`src/sv/hsec_pkg.sv`:
```
// hsec_pkg: shared types, constants and a helper function for the hamming sec codec
// used by hamming_sec_encode_correct; no dependencies
package hsec_pkg;

    // fixed field widths of the item channels
    localparam int DATA_IN_W   = 26;
    localparam int CODE_IN_W   = 31;
    localparam int CODE_OUT_W  = 31;
    localparam int SYN_OUT_W   = 5;
    localparam int DATA_BITS_W = 5;

    // default data length limit
    localparam int MAX_DATA_DEFAULT = 26;

    // configuration port
    localparam int PADDR_W   = 3;
    localparam int PDATA_W   = 32;
    localparam int REG_IDX_W = 1;
    localparam logic [REG_IDX_W-1:0] REG_DATA_BITS  = 1'b0;
    localparam logic [REG_IDX_W-1:0] REG_ODD_PARITY = 1'b1;

    // reset values of the registers
    localparam logic [DATA_BITS_W-1:0] DATA_BITS_RESET = 5'd4;

    // operation codes
    localparam logic OP_ENCODE = 1'b0;
    localparam logic OP_CHECK  = 1'b1;

    // input item
    typedef struct packed {
        logic                 op;
        logic [DATA_IN_W-1:0] data_in;
        logic [CODE_IN_W-1:0] received_in;
    } in_item_t;

    // result item
    typedef struct packed {
        logic [CODE_OUT_W-1:0] code_out;
        logic [SYN_OUT_W-1:0]  syndrome;
        logic                  error_found;
        logic                  position_invalid;
    } out_item_t;

    // smallest parity count r with d + r + 1 <= 2^r
    function automatic int parity_count(int d);
        int r;
        r = 0;
        while (r < 7 && d + r + 1 > (1 << r)) begin
            r++;
        end
        return r;
    endfunction

endpackage

```
`src/sv/hamming_sec_encode_correct.sv`:
```
// hamming_sec_encode_correct: top level of the hamming single-error-correcting codec
// depends on hsec_pkg for item types, register codes and the parity count function
//
// Usage:
//   Input channel s_valid/s_ready/s_data carries one item: op selects encode
//   (data_in -> codeword) or check (received_in -> syndrome and corrected word).
//   Result channel m_valid/m_ready/m_data returns one item per input item, in order.
//   The APB-style port sets data_bits (address 0) and odd_parity (address 4);
//   write it only while no item is in flight. pready is always high.
// Pipeline and throughput:
//   An accepted item sits in the input register while the xor trees work, and the
//   result register, which drives m_data, loads the result once it has room.
//   One item per cycle is sustained while m_ready stays high; the rate is set by
//   the single xor-tree stage.
// Reset (aresetn low, synchronous): both stages empty, data_bits = 4, even parity.
// Stall: while m_ready is low the result register holds its item, the input
//   register still takes one more item, and s_ready drops once both are full.
module hamming_sec_encode_correct #(
    parameter int MAX_DATA = hsec_pkg::MAX_DATA_DEFAULT
) (
    input  logic                       aclk,
    input  logic                       aresetn,
    // input item channel
    input  logic                       s_valid,
    output logic                       s_ready,
    input  hsec_pkg::in_item_t         s_data,
    // result item channel
    output logic                       m_valid,
    input  logic                       m_ready,
    output hsec_pkg::out_item_t        m_data,
    // configuration port
    input  logic                       psel,
    input  logic                       penable,
    input  logic                       pwrite,
    input  logic [hsec_pkg::PADDR_W-1:0] paddr,
    input  logic [hsec_pkg::PDATA_W-1:0] pwdata,
    output logic [hsec_pkg::PDATA_W-1:0] prdata,
    output logic                       pready
);
    import hsec_pkg::*;

    // derived sizes
    localparam int RMAX   = parity_count(MAX_DATA);
    localparam int CODE_W = MAX_DATA + RMAX;
    localparam int DW     = $clog2(MAX_DATA + 1);
    localparam int RW     = $clog2(RMAX + 1);
    localparam int NW     = $clog2(CODE_W + 1);
    localparam int SYN_W  = RMAX;
    localparam int DCMP_W = (DW > DATA_BITS_W) ? DW : DATA_BITS_W;
    localparam int SCMP_W = (SYN_W > NW) ? SYN_W : NW;

    // positions covered by parity check k
    function automatic logic [CODE_W-1:0] cover_mask(int k);
        logic [CODE_W-1:0] m;
        m = '0;
        for (int p = 1; p <= CODE_W; p++) begin
            m[p-1] = ((p >> k) & 1) == 1;
        end
        return m;
    endfunction

    // configuration registers
    logic [DATA_BITS_W-1:0] data_bits_reg;
    logic                   odd_parity_reg;
    logic [REG_IDX_W-1:0]   reg_idx;
    logic                   cfg_write;

    assign pready    = 1'b1;
    assign reg_idx   = paddr[PADDR_W-1:2];
    assign cfg_write = psel && penable && pwrite && pready;

    always_ff @(posedge aclk) begin
        if (!aresetn) begin
            data_bits_reg  <= DATA_BITS_RESET;
            odd_parity_reg <= 1'b0;
        end else if (cfg_write) begin
            unique case (reg_idx)
                REG_DATA_BITS:  data_bits_reg  <= pwdata[DATA_BITS_W-1:0];
                REG_ODD_PARITY: odd_parity_reg <= pwdata[0];
            endcase
        end
    end

    // register read back
    always_comb begin
        unique case (reg_idx)
            REG_DATA_BITS:  prdata = PDATA_W'(data_bits_reg);
            REG_ODD_PARITY: prdata = PDATA_W'(odd_parity_reg);
        endcase
    end

    // handshake and pipeline control
    in_item_t  in_item_reg;
    logic      in_valid_reg, in_valid_next;
    out_item_t out_item_reg, out_item_next;
    logic      m_valid_reg, m_valid_next;
    logic      out_room;
    logic      in_take;

    assign out_room = !m_valid_reg || m_ready;
    assign s_ready  = !in_valid_reg || out_room;
    assign in_take  = s_valid && s_ready;
    assign m_valid  = m_valid_reg;
    assign m_data   = out_item_reg;

    always_comb begin
        if (in_take) begin
            in_valid_next = 1'b1;
        end else if (out_room) begin
            in_valid_next = 1'b0;
        end else begin
            in_valid_next = in_valid_reg;
        end
        m_valid_next = out_room ? in_valid_reg : m_valid_reg;
    end

    always_ff @(posedge aclk) begin
        if (!aresetn) begin
            in_valid_reg <= 1'b0;
            m_valid_reg  <= 1'b0;
        end else begin
            in_valid_reg <= in_valid_next;
            m_valid_reg  <= m_valid_next;
        end
    end

    always_ff @(posedge aclk) begin
        if (in_take) begin
            in_item_reg <= s_data;
        end
        if (out_room && in_valid_reg) begin
            out_item_reg <= out_item_next;
        end
    end

    // effective data length, parity count and word length
    logic [DCMP_W-1:0] db_ext;
    logic [DCMP_W-1:0] db_clamp;
    logic [DW-1:0]     d_eff;
    logic [RW-1:0]     r_eff;
    logic [NW-1:0]     n_eff;

    assign db_ext = DCMP_W'(data_bits_reg);

    always_comb begin
        if (db_ext == '0) begin
            db_clamp = DCMP_W'(1);
        end else if (db_ext > DCMP_W'(MAX_DATA)) begin
            db_clamp = DCMP_W'(MAX_DATA);
        end else begin
            db_clamp = db_ext;
        end
        d_eff = DW'(db_clamp);
    end

    // smallest candidate wins, so scan from the top down
    always_comb begin
        r_eff = RW'(RMAX);
        for (int k = RMAX; k >= 0; k--) begin
            if (int'(d_eff) + k + 1 <= (1 << k)) begin
                r_eff = RW'(k);
            end
        end
        n_eff = NW'(d_eff) + NW'(r_eff);
    end

    // data bits limited to the data length
    logic [DATA_IN_W-1:0] data_masked;
    always_comb begin
        for (int i = 0; i < DATA_IN_W; i++) begin
            data_masked[i] = in_item_reg.data_in[i] && (i < int'(d_eff));
        end
    end

    // scatter data into the non-power-of-two positions, mask the received word
    logic [CODE_W-1:0] scat;
    logic [CODE_W-1:0] rx;
    genvar gp;
    generate
        for (gp = 1; gp <= CODE_W; gp++) begin : g_pos
            localparam int DI = gp - 1 - $clog2(gp + 1);
            if ((gp & (gp - 1)) == 0 || DI >= DATA_IN_W) begin : g_nodata
                assign scat[gp-1] = 1'b0;
            end else begin : g_data
                assign scat[gp-1] = data_masked[DI];
            end
            if (gp <= CODE_IN_W) begin : g_rx
                assign rx[gp-1] = in_item_reg.received_in[gp-1] && (gp <= int'(n_eff));
            end else begin : g_norx
                assign rx[gp-1] = 1'b0;
            end
        end
    endgenerate

    // parity xor trees, one per check
    logic [RMAX-1:0] enc_par;
    logic [RMAX-1:0] chk_par;
    genvar gk;
    generate
        for (gk = 0; gk < RMAX; gk++) begin : g_par
            localparam logic [CODE_W-1:0] COVER = cover_mask(gk);
            assign enc_par[gk] = (^(scat & COVER)) ^ odd_parity_reg;
            assign chk_par[gk] = (^(rx & COVER)) ^ odd_parity_reg;
        end
    endgenerate

    // encoded word: parity bits at power-of-two positions below the word length
    logic [CODE_W-1:0] enc_word;
    always_comb begin
        enc_word = scat;
        for (int k = 0; k < RMAX; k++) begin
            if (enc_par[k] && k < int'(r_eff)) begin
                enc_word[(1 << k) - 1] = 1'b1;
            end
        end
    end

    // syndrome, range check and single-bit correction
    logic [SYN_W-1:0]  syn;
    logic              syn_nz;
    logic              syn_inval;
    logic [CODE_W-1:0] fixed_word;
    always_comb begin
        for (int k = 0; k < RMAX; k++) begin
            syn[k] = chk_par[k] && (k < int'(r_eff));
        end
        syn_nz    = |syn;
        syn_inval = syn_nz && (SCMP_W'(syn) > SCMP_W'(n_eff));
        for (int i = 0; i < CODE_W; i++) begin
            fixed_word[i] = rx[i] ^ (syn_nz && !syn_inval && syn == SYN_W'(i + 1));
        end
    end

    // select by operation
    logic [CODE_W-1:0] res_word;
    logic [SYN_W-1:0]  res_syn;
    assign res_word = (in_item_reg.op == OP_CHECK) ? fixed_word : enc_word;
    assign res_syn  = (in_item_reg.op == OP_CHECK) ? syn : '0;

    // fit internal widths to the result fields
    genvar go;
    generate
        for (go = 0; go < CODE_OUT_W; go++) begin : g_code_out
            if (go < CODE_W) begin : g_bit
                assign out_item_next.code_out[go] = res_word[go];
            end else begin : g_zero
                assign out_item_next.code_out[go] = 1'b0;
            end
        end
        for (go = 0; go < SYN_OUT_W; go++) begin : g_syn_out
            if (go < SYN_W) begin : g_bit
                assign out_item_next.syndrome[go] = res_syn[go];
            end else begin : g_zero
                assign out_item_next.syndrome[go] = 1'b0;
            end
        end
    endgenerate

    assign out_item_next.error_found      = (in_item_reg.op == OP_CHECK) && syn_nz;
    assign out_item_next.position_invalid = (in_item_reg.op == OP_CHECK) && syn_inval;

    // an invalid position is always reported as an error
    a_inval_is_error: assert property (@(posedge aclk) disable iff (!aresetn)
        m_valid |-> (!m_data.position_invalid || m_data.error_found))
        else $error("position_invalid without error_found");

    // encode items leave the result register with clear status
    a_encode_clean: assert property (@(posedge aclk) disable iff (!aresetn)
        (out_room && in_valid_reg && in_item_reg.op == OP_ENCODE) |=>
        (!m_data.error_found && !m_data.position_invalid && m_data.syndrome == '0))
        else $error("encode item with nonzero status");

    // an accepted item always lands in the input register
    a_take_lands: assert property (@(posedge aclk) disable iff (!aresetn)
        in_take |=> in_valid_reg)
        else $error("accepted item lost at the input register");

    // a blocked input register keeps its item
    a_hold_blocked: assert property (@(posedge aclk) disable iff (!aresetn)
        (in_valid_reg && !out_room) |=> (in_valid_reg && $stable(in_item_reg)))
        else $error("input register changed while blocked");

endmodule
```
`config.mk`:
```
export PLATFORM = sky130hd
export DESIGN_NAME = hamming_sec_encode_correct
export DESIGN_NICKNAME = d
export VERILOG_FILES = /design/src/sv/hsec_pkg.sv /design/src/sv/hamming_sec_encode_correct.sv
export SDC_FILE = /design/constraint.sdc
export NUM_CORES = 1
export LEC_CHECK = 0
export BUFFER_PORTS_ARGS = -buffer_cell sky130_fd_sc_hd__buf_2
export CORE_MARGIN = 3
export CORE_UTILIZATION = 48
export CTS_CLUSTER_SIZE = 40
export DETAILED_ROUTE_END_ITERATION = 8
export GPL_TIMING_DRIVEN = 0
export PLACE_DENSITY = 0.71
export SETUP_SLACK_MARGIN = 0.1
export SLEW_MARGIN = 40
export SYNTH_ARGS = -nofsm -noshare
export SYNTH_HDL_FRONTEND = slang
export SYNTH_SLANG_ARGS = --single-unit
```
`constraint.sdc`:
```
create_clock -name aclk -period 24.7 [get_ports aclk]
set_clock_uncertainty 0.05 [all_clocks]
set_input_delay 1.235 -clock aclk [delete_from_list [all_inputs] [get_ports aclk]]
set_output_delay 1.235 -clock aclk [all_outputs]
set_load 0.01 [all_outputs]
```
# Yosys cells after proc, flatten, opt, wreduce, memory -nomap -nowiden
# Cells that the tools add are included.
# word_totals
regBits	104
in_bits	100
wordCells	304
# op_classes
n_mux	16
n_eq_ne	31
order_cmp	69
addsub	9
n_reduce_logical	126
bitwise_logic	42
# ops
operator	n
31-bit XOR reduction	10
1-bit logical AND	106
5-bit equality test (second input constant)	16
5-bit less-or-equal comparator (first input constant)	16
32-bit one-hot mux with 2 select lines	1
5-bit less-than comparator (first input constant)	10
1-bit bitwise XOR	41
5-bit by 4-bit equality test with 1-bit output (second input constant)	8
4-bit by 5-bit less-or-equal comparator with 1-bit output (first input constant)	8
4-bit by 5-bit less-than comparator with 1-bit output (first input constant)	8
32-bit by 2-bit adder with 32-bit output (second input constant)	1
32-bit by 3-bit less-or-equal comparator with 1-bit output (second input constant)	1
31-bit two-way mux	1
6-bit by 1-bit adder with 7-bit output (second input constant)	3
5-bit by 3-bit equality test with 1-bit output (second input constant)	4
3-bit by 5-bit less-or-equal comparator with 1-bit output (first input constant)	4
3-bit by 5-bit less-than comparator with 1-bit output (first input constant)	4
5-bit by 2-bit adder with 6-bit output (second input constant)	2
3-bit two-way mux	4
5-bit by 2-bit equality test with 1-bit output (second input constant)	2
2-bit by 5-bit less-or-equal comparator with 1-bit output (first input constant)	2
1-bit by 5-bit less-than comparator with 1-bit output (first input constant)	2
2-bit by 5-bit less-than comparator with 1-bit output (first input constant)	2
5-bit two-way mux	2
22 further kinds	35

# Longest topological paths before layout
# depth
depth_word	24
depth_mapped	42
depth_no_buf	38

# Worst setup path before layout
# No wires, ideal clock.
# synth_timing
kind	register to register
start	register data_bits_reg[3]
end	register out_item_reg (netlist bit m_data[33]), data pin
arrival_ns	7.686
required_ns	24.389
slack_ns	16.703
synth_period_minus_slack_ns	7.997
path_stages_with_launch	40
setup_time_ns	0.261
cell_sequence	dfxtp_1 -> buf_4 -> nand2_1 -> inv_1 -> a21oi_1 -> inv_1 -> ha_1 -> clkbuf_1 -> nand2_1 -> xor2_1 -> o21ai_0 -> nor3_1 -> a21oi_1 -> nand2_1 -> inv_1 -> ha_1 -> or2_1 -> buf_4 -> [4 not listed] -> xor2_1 -> xnor2_1 -> xnor2_1 -> xnor2_1 -> mux2i_4 -> inv_4 -> buf_4 -> ha_1 -> nand2_1 -> o21ai_0 -> o21ai_0 -> nand2b_1 -> o21a_1 -> or2_2 -> a211oi_4 -> and2_4 -> a21oi_1 -> a311o_1
# synth_rtl
item	line	text
start, declared	hamming_sec_encode_correct.sv:63	logic [DATA_BITS_W-1:0] data_bits_reg;
start signal, assigned	hamming_sec_encode_correct.sv:78	REG_DATA_BITS: data_bits_reg <= pwdata[DATA_BITS_W-1:0];
end signal, assigned	hamming_sec_encode_correct.sv:132	out_item_reg <= out_item_next;
end, declared	hamming_sec_encode_correct.sv:95	out_item_t out_item_reg, out_item_next;

==> reports/metrics.cfg <==
[power]
p_sw_uw = 254
p_sw_share_pct = 39.4
seqPwrFrac_pct = 33.1
vdd_drop_max_mv = 0.0373
comb_power_share_pct = 44.8
p_total_uw = 645
p_leak_uw = 0.00357
powerDensity_nw_per_um2 = 71.1
pwr-share-clk_pct = 22.1
power.internal_uw = 391

[final_layout]
instances_no_fill = 1150
nets = 1057
drive_above_1_share_pct = 23.9
num_antenna_cells = 0
syn2layout_area_growth_pct = 16.7
finalInstanceArea_um2 = 9080
largest_reg_flops = 58
layout_commonest_cell = buf_2
final_cell_mix = buf_2 (121), edfxtp_1 (96), xnor2_1 (66)

[routing]
wl_um = 21600
vias_per_cell = 5.69
drtAntennaViolNets = 0
wl_per_cell_um = 18.8
drt_iter0_markers = 875
detail_route.first_pass.iterations = 9
vias = 6540
drc = 0

[synth]
ys_ff_latch = 104
syn-mean-instance-area_um2 = 9.98
ys_types = 92
synth-edff-count = 96
ys_seq_area_share_pct = 39.1
async_flop_share_pct = 0
ys_warn_count = 0
netlist_area_um2 = 7780
yosys_most_used_dff = edfxtp_1
synthCells = 780

[die]
start_util_pct = 50.1
dieArea_um2 = 17800
ios = 173
core_um2 = 15500
die_y_um = 133
die_width_um = 133
num_rows = 45

[critical_path]
cp-end-kind = register
criticalPathCategory = reg2reg
slowest_stage = nor3_1
slowest_delay_ns = 0.64
worst_ep_arrival_time_ns = 10.22
crit_buf_inv = 9
path_max_fanout = 10
crit_required_ns = 24.76
critPathTopFamily = simple AND/OR/NAND/NOR gates
path_common_cell = nand2_1
start_kind = register

[global_routing]
grt_usage_pct = 23.7
antenna_found_initial = 0
grt_pass1_wl_um = 32400
grt_pass1_vias = 5846
grt_max_degree = 37
grt_overflow = 0

[timing]
fmax_mhz = 98.4
report.final.slew_viol_count = 0
fin_tns_setup_ns = 0
fin_crit_sh_pct = 41.1
tightest_slew_ns = 0.791
setup_viol = 0
hold_violations = 0
rsz0062_at_grt = false
period_needed_ns = 10.16
slew_headroom_pct = 46.7

[clocking]
path_clk_slew_ns = 0.07
htree_levels = 3
insertion_delay_ns = 0.37
cts_buffer_depth = 2
cts_post_setup_buffers_inserted = 0
tritoncts = yes
postCtsResizedCells = 0
clock-sinks = 104
cts_root_buffer = clkbuf_16
numCtsBuffers = 9
hold_buffers = 0

[place]
portBuffers = 115
gp_congestion = 0.978
place_area_um2 = 8780
dp_cells = 1134
detailed_place_hpwl_um = 16900

[status]
status = finished clean

[worst_hold_path]
hold_path_class = reg2reg

[flow_run]
cap_violations = 0

-- per-stage QoR --
stage / hold WS [ns] / worst slack [ns] / utilization [%]
4_1_cts: 0.477 / 14.88 / 58.4
3_5_place_dp: 0.456 / 14.95 / 56.5
2_1_floorplan: 0.427 / 16.70 / -
6_report: 0.476 / 14.54 / 58.4
5_1_grt: 0.512 / 13.97 / 58.4
3_3_place_gp: 0.441 / 14.94 / 56.1
-- area by class of cell --
type | count | area, um2
Fill cell | 1374 | 6460
Multi-Input combinational cell | 610 | 4350
Sequential cell | 104 | 3040
Timing Repair Buffer | 117 | 623
Buffer | 69 | 409
Clock buffer | 12 | 268
Tap cell | 211 | 264
Inverter | 23 | 91.3
Clock inverter | 4 | 33.8
-- cell usage after synthesis, types with 5 or more instances --
cell type / count / share of area (%)
ha_1: 22 / 3.5
dfxtp_1: 8 / 2.1
xnor2_1: 66 / 7.4
o21ai_0: 37 / 2.4
nor4_1: 8 / 0.64
o21ai_1: 9 / 0.58
a21o_1: 5 / 0.48
and2_1: 5 / 0.40
edfxtp_1: 96 / 37
nand4_1: 25 / 2.0
a21oi_1: 43 / 2.8
xor2_1: 38 / 4.3
nand2_1: 56 / 2.7
o211ai_1: 15 / 1.4
nor3_1: 12 / 0.77
nand3_1: 25 / 1.6
nand2b_1: 9 / 0.72
buf_4: 36 / 3.5
a311o_1: 5 / 0.64
nor2_1: 41 / 2.0
inv_1: 15 / 0.72
a31oi_1: 5 / 0.40
and3_1: 6 / 0.48
buf_2: 6 / 0.39
mux2i_1: 26 / 3.3
clkbuf_1: 23 / 1.1
o22ai_1: 6 / 0.48
nor2b_1: 19 / 1.5
-- layer usage --
layer	vias to the layer above	GRT usage, %	share of wire [%]
met5	-	0	0
met4	0	8.80	2.9
met3	55	4.98	9.6
met2	346	35.8	45
met1	3037	33.6	43
li1	3102	-	-
-- power groups by stage --
stage / sequential (uW) / combinational [uW] / clock [uW]
floorplan: 219 / 211 / 0
global placement: 218 / 279 / 0
detailed placement: 217 / 281 / 0
CTS: 213 / 282 / 145
global route: 214 / 310 / 151
finish: 214 / 289 / 142
-- logic make-up after synthesis --
logic type / count (synthesis) / synth area share, %
and+or+nand+nor: 239 / 16.7
adders and majority gates: 24 / 3.92
AOI/OAI and AO/OA: 177 / 15.6
muxes: 29 / 3.92
DFF: 104 / 39.1
xor gates and xnor gates: 113 / 14.2
other: 2 / 0.0965
buffers and inverters: 92 / 6.43
-- final timing paths --
check	from	endpoint	slack [ns]	depth (start not counted)
worst min-delay path	in_valid_reg$_SDFFE_PN0P_	m_valid$_SDFFE_PN0P_	0.48	1
worst max register to register	data_bits_reg[4]$_SDFFE_PN0P_	m_data[36]$_DFFE_PP_	14.54	39
worst max-delay path	data_bits_reg[4]$_SDFFE_PN0P_	m_data[36]$_DFFE_PP_	14.54	39
worst min register to register	in_valid_reg$_SDFFE_PN0P_	m_valid$_SDFFE_PN0P_	0.48	1
-- worst register-to-register path, delay by kind of cell, from the launching register on --
family | cells | cell delay, ns
compound gates | 10 | 2.12
xor+xnor | 3 | 0.76
fa+ha+maj | 3 | 0.95
buf+inv | 9 | 1.58
flops | 1 | 0.36
mux | 1 | 0.49
simple gates | 13 | 3.56
Power figures use the tool's default switching activity.
